## src/hw/rtl/atatf_pkg.sv

```systemverilog
// ----------------------------------------------------------------------------
// atatf_pkg: shared types and constants of the ATA PIO task file device
// Register offsets, command codes, status bits, transfer phases and the
// control structures that pass between the task file and the data path.
// ----------------------------------------------------------------------------
package atatf_pkg;

  localparam int DEF_STORED_SECTORS = 64;
  localparam int DWORDS_PER_SECTOR  = 128;
  localparam int IDENTIFY_WORDS     = 256;
  localparam int SEC_IDX_W          = $clog2(DWORDS_PER_SECTOR);
  localparam int LBA_W              = 28;
  localparam int CFG_W              = 29;

  // register offsets
  localparam logic [2:0] PORT_DATA  = 3'd0;
  localparam logic [2:0] PORT_FEAT  = 3'd1;
  localparam logic [2:0] PORT_COUNT = 3'd2;
  localparam logic [2:0] PORT_LBA0  = 3'd3;
  localparam logic [2:0] PORT_LBA1  = 3'd4;
  localparam logic [2:0] PORT_LBA2  = 3'd5;
  localparam logic [2:0] PORT_DRIVE = 3'd6;
  localparam logic [2:0] PORT_CMD   = 3'd7;

  // access kinds and widths
  localparam logic       OP_WRITE  = 1'b0;
  localparam logic       OP_READ   = 1'b1;
  localparam logic [1:0] WID_BYTE  = 2'd0;
  localparam logic [1:0] WID_WORD  = 2'd1;
  localparam logic [1:0] WID_DWORD = 2'd2;

  // commands
  localparam logic [7:0] CMD_READ_SECT  = 8'h20;
  localparam logic [7:0] CMD_WRITE_SECT = 8'h30;
  localparam logic [7:0] CMD_IDENTIFY   = 8'hEC;

  // status and error bits
  localparam logic [7:0] ST_RDY   = 8'h40;
  localparam logic [7:0] ST_DRQ   = 8'h08;
  localparam logic [7:0] ST_ERR   = 8'h01;
  localparam logic [7:0] ERR_ABRT = 8'h04;

  localparam logic [3:0]       DH_RESET       = 4'hE;
  localparam logic [CFG_W-1:0] REPORTED_RESET = 29'd64;
  localparam logic [7:0]       ID_WORD_CAP_LO = 8'd60;
  localparam logic [7:0]       ID_WORD_CAP_HI = 8'd61;

  // transfer phases
  localparam logic [1:0] PH_IDLE  = 2'd0;
  localparam logic [1:0] PH_READ  = 2'd1;
  localparam logic [1:0] PH_WRITE = 2'd2;
  localparam logic [1:0] PH_IDENT = 2'd3;

  localparam logic [7:0] SECT_LAST  = 8'(DWORDS_PER_SECTOR - 1);
  localparam logic [7:0] IDENT_LAST = 8'(IDENTIFY_WORDS - 1);

  typedef struct packed {
    logic                 opcode;
    logic [1:0]           access_width;
    logic [2:0]           port_offset;
    logic [31:0]          write_data;
  } in_item_t;

  typedef struct packed {
    logic                 rd;
    logic                 wr;
    logic [LBA_W-1:0]     lba;
    logic [SEC_IDX_W-1:0] idx;
    logic [31:0]          wdata;
  } mem_req_t;

  typedef struct packed {
    logic                 use_mem;
    logic [31:0]          imm;
    logic [1:0]           width;
  } rsp_t;

  function automatic logic [31:0] width_mask(input logic [1:0] w);
    logic [31:0] m;
    case (w)
      WID_BYTE: m = 32'h0000_00FF;
      WID_WORD: m = 32'h0000_FFFF;
      default:  m = 32'hFFFF_FFFF;
    endcase
    return m;
  endfunction

endpackage

```

## src/hw/rtl/atatf_taskfile.sv

```systemverilog
// ----------------------------------------------------------------------------
// atatf_taskfile: task file registers and command decode
// Holds the LBA, drive, features, count, phase and error state, and turns
// bus accesses into sector memory requests and read responses.
// ----------------------------------------------------------------------------
module atatf_taskfile import atatf_pkg::*; #(
  parameter int STORED_SECTORS = DEF_STORED_SECTORS
) (
  input  logic             clk,
  input  logic             rst_n,
  input  logic             acc_valid,
  input  in_item_t         acc,
  input  logic             cfg_we,
  input  logic [CFG_W-1:0] cfg_wdata,
  output mem_req_t         req,
  output rsp_t             rsp
);

  localparam logic [LBA_W-1:0] LBA_LIMIT = LBA_W'(STORED_SECTORS);

  logic [LBA_W-1:0] lba_r, lba_nxt;
  logic [3:0]       dh_r, dh_nxt;
  logic [7:0]       feat_r, feat_nxt;
  logic [7:0]       count_r, count_nxt;
  logic [1:0]       phase_r, phase_nxt;
  logic [7:0]       idx_r, idx_nxt;
  logic             err_r, err_nxt;
  logic [CFG_W-1:0] rep_r;

  logic             lba_ok;
  logic [7:0]       b;
  logic             adv;
  logic [7:0]       adv_last;

  assign lba_ok = (lba_r < LBA_LIMIT);
  assign b      = acc.write_data[7:0];

  always_comb begin
    lba_nxt   = lba_r;
    dh_nxt    = dh_r;
    feat_nxt  = feat_r;
    count_nxt = count_r;
    phase_nxt = phase_r;
    idx_nxt   = idx_r;
    err_nxt   = err_r;
    adv       = 1'b0;
    adv_last  = SECT_LAST;
    req.rd    = 1'b0;
    req.wr    = 1'b0;
    req.lba   = lba_r;
    req.idx   = idx_r[SEC_IDX_W-1:0];
    req.wdata = acc.write_data & width_mask(acc.access_width);
    rsp.use_mem = 1'b0;
    rsp.imm     = 32'd0;
    rsp.width   = WID_DWORD;

    if (acc_valid) begin
      if (acc.opcode == OP_WRITE) begin
        case (acc.port_offset)
          PORT_DATA: begin
            if (phase_r == PH_WRITE) begin
              req.wr = lba_ok;
              adv    = 1'b1;
            end
          end
          PORT_FEAT:  feat_nxt  = b;
          PORT_COUNT: count_nxt = b;
          PORT_LBA0:  lba_nxt[7:0]   = b;
          PORT_LBA1:  lba_nxt[15:8]  = b;
          PORT_LBA2:  lba_nxt[23:16] = b;
          PORT_DRIVE: begin
            dh_nxt          = b[7:4];
            lba_nxt[27:24]  = b[3:0];
          end
          default: begin
            idx_nxt = 8'd0;
            if ((b inside {CMD_READ_SECT, CMD_WRITE_SECT}) && lba_ok) begin
              phase_nxt = (b == CMD_READ_SECT) ? PH_READ : PH_WRITE;
              err_nxt   = 1'b0;
            end else if (b == CMD_IDENTIFY) begin
              phase_nxt = PH_IDENT;
              err_nxt   = 1'b0;
            end else begin
              phase_nxt = PH_IDLE;
              err_nxt   = 1'b1;
            end
          end
        endcase
      end else begin
        case (acc.port_offset)
          PORT_DATA: begin
            rsp.width = acc.access_width;
            if (phase_r == PH_READ) begin
              rsp.use_mem = lba_ok;
              req.rd      = lba_ok;
              adv         = 1'b1;
            end else if (phase_r == PH_IDENT) begin
              if (idx_r == ID_WORD_CAP_LO) begin
                rsp.imm = {16'd0, rep_r[15:0]};
              end else if (idx_r == ID_WORD_CAP_HI) begin
                rsp.imm = {19'd0, rep_r[CFG_W-1:16]};
              end
              adv      = 1'b1;
              adv_last = IDENT_LAST;
            end
          end
          PORT_FEAT:  rsp.imm = {24'd0, (err_r ? ERR_ABRT : 8'd0)};
          PORT_COUNT: rsp.imm = {24'd0, count_r};
          PORT_LBA0:  rsp.imm = {24'd0, lba_r[7:0]};
          PORT_LBA1:  rsp.imm = {24'd0, lba_r[15:8]};
          PORT_LBA2:  rsp.imm = {24'd0, lba_r[23:16]};
          PORT_DRIVE: rsp.imm = {24'd0, dh_r, lba_r[27:24]};
          default: begin
            rsp.imm = {24'd0, ST_RDY | ((phase_r != PH_IDLE) ? ST_DRQ : 8'd0)
                              | (err_r ? ST_ERR : 8'd0)};
          end
        endcase
      end
    end

    // step the transfer; close the phase after its last item
    if (adv) begin
      if (idx_r == adv_last) begin
        idx_nxt   = 8'd0;
        phase_nxt = PH_IDLE;
      end else begin
        idx_nxt = idx_r + 8'd1;
      end
    end
  end

  always_ff @(posedge clk) begin
    if (!rst_n) begin
      lba_r   <= '0;
      dh_r    <= DH_RESET;
      feat_r  <= 8'd0;
      count_r <= 8'd0;
      phase_r <= PH_IDLE;
      idx_r   <= 8'd0;
      err_r   <= 1'b0;
      rep_r   <= REPORTED_RESET;
    end else begin
      lba_r   <= lba_nxt;
      dh_r    <= dh_nxt;
      feat_r  <= feat_nxt;
      count_r <= count_nxt;
      phase_r <= phase_nxt;
      idx_r   <= idx_nxt;
      err_r   <= err_nxt;
      if (cfg_we) begin
        rep_r <= cfg_wdata;
      end
    end
  end

endmodule

```

## config.mk

```make
export PLATFORM = sky130hd
export DESIGN_NAME = atatf_taskfile
export DESIGN_NICKNAME = d
export VERILOG_FILES = /design/src/hw/rtl/atatf_pkg.sv /design/src/hw/rtl/atatf_taskfile.sv
export SDC_FILE = /design/constraint.sdc
export NUM_CORES = 1
export LEC_CHECK = 0
export BUFFER_PORTS_ARGS = -buffer_cell sky130_fd_sc_hd__clkbuf_2
export CORE_ASPECT_RATIO = 1.75
export CORE_UTILIZATION = 44
export DETAILED_ROUTE_END_ITERATION = 10
export GPL_TIMING_DRIVEN = 0
export PLACE_DENSITY = 0.76
export SLEW_MARGIN = 20
export SYNTH_ARGS = -nofsm -noshare
export SYNTH_HDL_FRONTEND = slang
export SYNTH_SLANG_ARGS = --single-unit
```

## constraint.sdc

```tcl
create_clock -name clk -period 1.9 [get_ports clk]
set_clock_uncertainty 0.1 [all_clocks]
set_input_delay 0.285 -clock clk [delete_from_list [all_inputs] [get_ports clk]]
set_output_delay 0.285 -clock clk [all_outputs]
set_load 0.05 [all_outputs]
```

## Word level (Yosys, flattened, before mapping)

Cells that the tools add are included.

| cells by class | value |
|---|---|
| add/sub/neg operators | 1 |
| order comparisons | 1 |
| eq/ne operators | 18 |
| mux-type cells | 46 |
| bitwise gates (word level) | 4 |
| reductions and logical operators | 14 |

Operators with widths:

| operator | number |
|---|---|
| 32-bit one-hot mux with 7 select lines | 1 |
| 32-bit two-way mux | 3 |
| 8-bit two-way mux | 10 |
| 35-bit two-way mux | 2 |
| 32-bit one-hot mux with 2 select lines | 1 |
| 32-bit bitwise AND | 1 |
| 8-bit by 6-bit equality test with 1-bit output (second input constant) | 4 |
| 28-bit by 7-bit < comparator with 1-bit output (second input constant) | 1 |
| 3-bit AND reduction | 7 |
| 2-bit two-way mux | 10 |
| 1-bit two-way mux | 16 |
| 13-bit two-way mux | 1 |
| 3-bit equality test (second input constant) | 3 |
| 8-bit by 1-bit adder with 8-bit output (second input constant) | 1 |
| 8-bit equality test | 1 |
| 8-bit equality test (second input constant) | 1 |
| 7-bit by 1-bit bitwise OR with 7-bit output | 1 |
| 7-bit OR reduction | 1 |
| 3-bit by 2-bit equality test with 1-bit output (second input constant) | 2 |
| 2-bit nonzero test | 3 |
| 2-bit by 1-bit equality test with 1-bit output (second input constant) | 2 |
| 2-bit equality test (second input constant) | 2 |
| 4-bit two-way mux | 1 |
| 2-bit by 1-bit inequality test with 1-bit output (second input constant) | 2 |
| 6 further kinds | 7 |

| storage, ports and cells | value |
|---|---|
| register bits after elaboration | 80 |
| input bits | 71 |
| output and inout port bits | 104 |
| word-level logic and storage cells | 94 |

## Logic depth before layout (Yosys ltp)

Gate-level depths: netlist of the first run.

| depth | value |
|---|---|
| depth in word-level cells | 9 |
| depth in mapped cells | 7 |
| depth with buffers taken out | 6 |

## Worst setup path before layout of the first run

No wires, ideal clock.

| path | value |
|---|---|
| kind | flip-flop to output port |
| from | register idx_r[0] |
| to | output port rsp[2] in the netlist's numbering |
| data arrival time | 2.431 ns |
| data required time | 1.515 ns |
| setup slack | -0.916 ns |
| cell stages (with the launch flop) | 8 |
| path buffers | 1 |
| cell sequence | dfxtp_1 -> inv_1 -> ha_1 -> and4b_1 -> buf_2 -> a22oi_1 -> o221ai_1 -> nor3b_1 |

RTL lines:

| what | RTL line | source |
|---|---|---|
| from (decl) | atatf_taskfile.sv:26 | `logic [7:0] idx_r, idx_nxt;` |
| from (signal assigned) | atatf_taskfile.sv:148 | `idx_r <= idx_nxt;` |
| to (decl) | atatf_taskfile.sv:16 | `output rsp_t rsp` |

==> results by group, run 1 <==
Status
  – Status: finished, violations left
  – Failing checks: setup timing

Logic synthesis
  – Share of the synthesized area in the top cell type: 0.368
  – EDFF count, synth: 0
  – Area contributors post-synth: dfxtp_1, mux2i_1, nor2_1
  – Yosys reg bits: 80
  – Leading area contributor after synthesis: dfxtp_1
  – Mapped cell area: 4350 um^2
  – Ys async rst share: 0
  – Proportion of synthesized chip area in sequential cells: 0.368
  – Avg Cell Area, Syn: 8.58 um^2
  – Library cells used by synthesis: 59
  – Top cells by count, synth: dfxtp_1, nor2_1, mux2i_1
  – Most used DFF post-synth: dfxtp_1
  – YS warnings: 0
  – Post-synthesis cell count: 507
  – Count leader, synth: dfxtp_1

Job
  – Maxcap violations: 0

Worst setup path
  – Critical Path End Type: primary output
  – CP arrival: 1.99 ns
  – CP required: 1.51 ns
  – Slowest Stage Delay on Critical Path: 0.34 ns
  – Crit-path max FO: 7
  – CP Class: register to primary output
  – Cell family with most CP delay: simple AND/OR/NAND/NOR gates
  – R2R Setup Slk: 0 ns
  – Startpoint types: register
  – CP Cell Sequence: and4_4 -> and4b_1 -> buf_6 -> a22oi_2 -> o221ai_2 -> nor3b_4 -> buf_8
  – WP buf/inv: 2
  – Worst path slowest cell: dfxtp_4

CTS
  – Worst-Skew Late Latency: 0.35 ns
  – Hold-fix buffers, CTS: 0
  – TritonCTS clock tree: built
  – Number of buffers created by CTS: 9
  – Clk buf depth: 2
  – H-tree depth: 3
  – Root Buffer Master: clkbuf_16
  – Worst-path clk slew: 0.06 ns
  – CTS sink count: 80

Timing
  – Fmax: 0.420 GHz
  – Final Cycle Share: 1.25
  – Final min period: 2.38 ns
  – Final slew viol count: 0
  – RSZ-0062 raised after global routing: true
  – Max-Slew Margin vs Limit: 0.497
  – Fin. Hold Viols: 0
  – Fin worst setup slack: -0.479 ns
  – Tightest Pin Transition: 0.755 ns
  – Finish-stage setup viols: 19

Floorplan
  – Row count: 47
  – Ports: 175
  – Starting density of the core: 0.457
  – Area of the core: 9530 um^2
  – Die height: 134 um
  – Die width: 77.2 um
  – Die Area: 10300 um^2

Detailed routing
  – DRC Markers: 0
  – Post-DRT Antenna Nets: 0
  – DR iter-0 viols: 247
  – Vias per std cell: 5.49
  – Drt wl/cell: 18.0 um
  – Total number of vias: 4636
  – Final wirelength: 15200 um
  – 1st-pass router iterations: 5

GRT
  – GRT Overall Usage: 0.293
  – Largest net degree at the start of global routing: 15
  – Total gr overflow: 0
  – Global-route wire length before repair: 23300 um
  – Vias in the first global route: 4477
  – Initial antenna violation count: 0

Final layout
  – Area grow syn2layout: 51.8%
  – NumNets Final: 791
  – Fin area: 6610 um^2
  – Share of layout cells above drive strength 1: 0.475
  – N_diodes: 0

Placement
  – Detail Placement HPWL: 10900 um
  – Placement Setup Slack: -0.612 ns
  – Buffers on Ports: 154
  – Placed cell areas: 5570 um^2
  – RD Place Congestion: 0.900

Power
  – Maximum vdd drop: 0.520 mV
  – PD cells: 659 nW/um^2
  – P_leak: 3.04 nW

Hold path
  – Worst min-delay path class: primary input to register
## flip-flops by register name, indices dropped and copies added (netlist names)
signal	count
rep_r	29
lba_r	28
count_r	8
idx_r	8
dh_r	4
phase_r	2
err_r	1
## layout make-up
class | count | area, um^2
well taps | 122 | 153
clock inverters | 5 | 60.1
fillers | 734 | 2920
repair buffers | 185 | 1310
flip-flops and latches | 80 | 1680
inverters | 6 | 27.5
plain buffers | 62 | 425
clock buffers | 11 | 253
multi-input cells | 373 | 2710
## per-layer routing
metal	vias up	track usage	share of wire
met5	-	0	0
met1	2238	0.312	0.37
met2	187	0.534	0.54
li1	2166	-	-
met3	45	0.0527	0.051
met4	0	0.162	0.040
## repair_timing
action | 4_1_cts | 5_1_grt
pin swaps | 14 | 14
resized for setup | 91 | 24
setup endpoints to repair | 28 | 34
gates cloned | 1 | 0
setup buffers | 16 | 14
hold endpoints to repair | 0 | 0
## final timing paths
kind,startpoint,endpoint,depth (start not counted)
setup / recovery,idx_r[2]$_SDFFE_PN0P_,rsp[2],7
hold / removal,cfg_wdata[3],rep_r[3]$_SDFFE_PN0P_,3
setup reg to reg,phase_r[1]$_SDFF_PN0_,idx_r[2]$_SDFFE_PN0P_,7
hold reg to reg,lba_r[9]$_SDFFE_PN0P_,lba_r[9]$_SDFFE_PN0P_,2
## cell families after synthesis
logic type	synth area share
flip-flops	0.368
XOR/XNOR	0.00403
AO/OA/AOI/OAI	0.133
AND/OR/NAND/NOR	0.243
buffers and inverters	0.0934
multiplexers	0.149
adder cells (fa/ha/maj)	0.00863
other	0.000862
## power breakdown
group	internal, W	total (W)	switching [W]
logic	0.000258	0.000780	0.000522
registers	0.00171	0.00175	0.0000411
clock network	0.00110	0.00183	0.000728
## per-stage QoR
stage / util / hold slack [ns] / TNS [ns] / std cells / total power (W)
2_1_floorplan: - / 0.309 / -1.53 / 522 / 0.00231
3_3_place_gp: 0.584 / 0.354 / -11.88 / 798 / 0.00251
3_5_place_dp: 0.584 / 0.370 / -12.97 / 798 / 0.00253
4_1_cts: 0.675 / 0.0737 / -7.11 / 830 / 0.00434
5_1_grt: 0.693 / 0.0819 / -8.61 / 844 / 0.00448
6_report: 0.693 / 0.0808 / -7.36 / 844 / 0.00436
## worst register-to-register path, stage by stage (launching register included)
cell and delay [ns]:
dfxtp_1 0.30, buf_2 0.21, nor3b_2 0.33, o21ai_2 0.17, nor3_4 0.32, buf_4 0.19
nand3b_1 0.07, a21boi_1 0.14
## layout by cell type (no fill, tap or decap), types with 16 or more instances in the layout
cell / netlist / layout
a21oi_1: 19 / 19
and2_1: 21 / 18
buf_4: 32 / 58
clkbuf_16: 0 / 18
clkbuf_2: 0 / 137
conb_1: 1 / 16
dfxtp_1: 80 / 51
mux2i_1: 57 / 57
nand2_1: 31 / 30
nand3_1: 21 / 21
nor2_1: 66 / 64
nor2b_1: 17 / 16
Power figures use the tool's default switching activity.
==> inputs of run 2 (changes only) <==
--- a/config.mk
+++ b/config.mk
@@ -7,6 +7,7 @@
 export LEC_CHECK = 0
 export BUFFER_PORTS_ARGS = -buffer_cell sky130_fd_sc_hd__clkbuf_2
 export CORE_ASPECT_RATIO = 1.75
+export CORE_MARGIN = 3
 export CORE_UTILIZATION = 44
 export DETAILED_ROUTE_END_ITERATION = 10
 export GPL_TIMING_DRIVEN = 0
==> run 2 against run 1 <==
Effect of this change: the run still ends with setup timing left; fmax increased by 1.6%; sequential share of layout area increased by 0.083 points; design area decreased by 0.63%; via count decreased by 0.22%; combinational power about the same; critical endpoint is now rsp[34].
==> results by group, run 2 (synthesis gave the netlist of run 1 again) <==
Timing
  – Fin Setup TNS: -6.45 ns (+0.908 ns)
  – Final Cycle Share: 1.23 (-0.0197)
  – Final min period: 2.34 ns (-0.0375 ns)
  – Fmax: 0.427 GHz (+1.6%)
  – Fin worst setup slack: -0.442 ns (+0.0375 ns)
  – Finish-stage setup viols: 20 (+1)
  – Final slew viol count: 0 (unchanged)
  – Max-Slew Margin vs Limit: 0.509 (+0.0120)
  – Fin. Hold Viols: 0 (unchanged)
  – Tightest Pin Transition: 0.737 ns (-0.0180 ns)
  – RSZ-0062 raised after global routing: true

CTS
  – CTS sink count: 80 (unchanged)
  – Root Buffer Master: clkbuf_16
  – TritonCTS clock tree: built
  – Hold-fix buffers, CTS: 0 (unchanged)
  – Worst-path clk slew: 0.06 ns (about the same)
  – Clk buf depth: 2 (unchanged)
  – H-tree depth: 3 (unchanged)
  – Number of buffers created by CTS: 9 (unchanged)
  – Worst-Skew Late Latency: 0.34 ns (about the same)

Final layout
  – Fin area: 6570 um^2 (-0.63%)
  – Area grow syn2layout: 50.9%
  – Biggest register: rep_r
  – N_diodes: 0 (unchanged)
  – Share of layout cells above drive strength 1: 0.467 (-0.00784)
  – Largest regs: rep_r (29), lba_r (28)
  – NumNets Final: 786 (-0.63%)
  – Non-filler cells, final: 839 (-0.59%)
  – Util after Layout: 0.689 (-0.00433)
  – Commonest cells after routing, fill and taps aside: clkbuf_2, nor2_1, mux2i_1
  – Max reg flops: 29 (unchanged)
  – Leading cell type in the layout, fill and taps excluded: clkbuf_2

GRT
  – Vias in the first global route: 4534 (+1.3%)
  – Total gr overflow: 0 (unchanged)
  – Initial antenna violation count: 0 (unchanged)
  – Global-route wire length before repair: 23200 um (-0.56%)
  – GRT Overall Usage: 0.273 (-0.0199)
  – Largest net degree at the start of global routing: 15 (unchanged)

Worst setup path
  – Crit-path max FO: 4 (-3)
  – CP Class: register to primary output
  – Startpoint types: register
  – CP required: 1.51 ns (about the same)
  – Critical Path End Type: primary output
  – CP arrival: 1.96 ns (-0.03 ns)
  – Reg2Reg Launch Point: phase_r[1]$_SDFF_PN0_
  – Critical path origin: lba_r[7]$_SDFFE_PN0P_

Floorplan
  – Die Area: 11200 um^2 (+8.3%)
  – Die width: 81.2 um (+5.2%)
  – Area of the core: 9530 um^2 (unchanged)
  – Die height: 138 um (+3.0%)
  – Ports: 175 (unchanged)
  – Starting density of the core: 0.457 (unchanged)
  – Row count: 47 (unchanged)

Placement
  – Placed cell areas: 5570 um^2 (unchanged)
  – RD Place Congestion: 0.902 (+0.22%)
  – Placed Cells incl. Taps: 798 (unchanged)
  – Detail Placement HPWL: 11200 um (+3.1%)
  – Placement Setup Slack: -0.634 ns (-0.0226 ns)
  – Buffers on Ports: 154 (unchanged)

Detailed routing
  – Vias per std cell: 5.51 (+0.38%)
  – Total number of vias: 4626 (-0.22%)
  – 1st-pass router iterations: 7 (+2)
  – DR iter-0 viols: 286 (+16%)
  – Drt wl/cell: 18.6 um (+3.1%)
  – DRC Markers: 0 (unchanged)
  – Final wirelength: 15600 um (+2.5%)
  – Post-DRT Antenna Nets: 0 (unchanged)

Hold path
  – Hold wc startpoint: cfg_wdata[13]
  – Worst min-delay path class: primary input to register

Status
  – Failing checks: setup timing
  – Status: finished, violations left

Power
  – Maximum vdd drop: 0.583 mV (+12%)
  – PD cells: 650 nW/um^2 (-1.5%)
  – P_leak: 3.00 nW (-1.0%)

Job
  – Maxcap violations: 0 (unchanged)
## run 2: area by class of cell
cell class,count,area [um^2]
multi-input cells,373,2710
flip-flops and latches,80,1670
plain buffers,62,429
well taps,122,153
fillers,764,2960
clock buffers,12,268
inverters,6,27.5
repair buffers,180,1270
clock inverters,4,31.3
## run 2: worst max-delay path, stage by stage (launching register included)
cell,delay [ns]
dfxtp_2,0.36
nor4_4,0.29
nand4_1,0.18
nor2_2,0.16
and2_0,0.14
and3b_2,0.23
buf_8,0.10
clkbuf_16,0.14
## run 2: where the power goes
| part | leakage, nW | internal [W] | switching, W |
|---|---|---|---|
| Clock | 0.145 | 0.00101 | 0.000724 |
| Sequential | 0.670 | 0.00171 | 0.0000417 |
| Combinational | 2.19 | 0.000256 | 0.000523 |
| Total | 3.00 | 0.00298 | 0.00129 |
## run 2: routing by layer
layer	global-route usage	share of wire	up-vias
met2	0.509	0.55	204
met4	0.125	0.045	0
met5	0	0	-
met1	0.288	0.35	2204
li1	-	-	2159
met3	0.0497	0.056	59
## run 2: stage by stage
step	hold WS, ns	total power (W)
3_5_place_dp	0.361	0.00253
3_3_place_gp	0.355	0.00251
6_report	0.0815	0.00427
5_1_grt	0.102	0.00440
2_1_floorplan	0.309	0.00231
4_1_cts	0.0801	0.00425
## run 2: final timing paths
kind / slack [ns] / cells past startpoint / endpoint
worst min-delay path: 0.08 / 3 / rep_r[13]$_SDFFE_PN0P_
worst min register to register: 0.39 / 2 / lba_r[8]$_SDFFE_PN0P_
worst max register to register: -0.01 / 5 / idx_r[6]$_SDFFE_PN0P_
worst max-delay path: -0.44 / 7 / rsp[34]
## run 2: timing repair
action                                  CTS  global route
gates cloned                              1             0
resized for setup                        84            27
endpoints found under the setup margin   30            29
pin swaps                                20             9
buffers inserted                         14            11
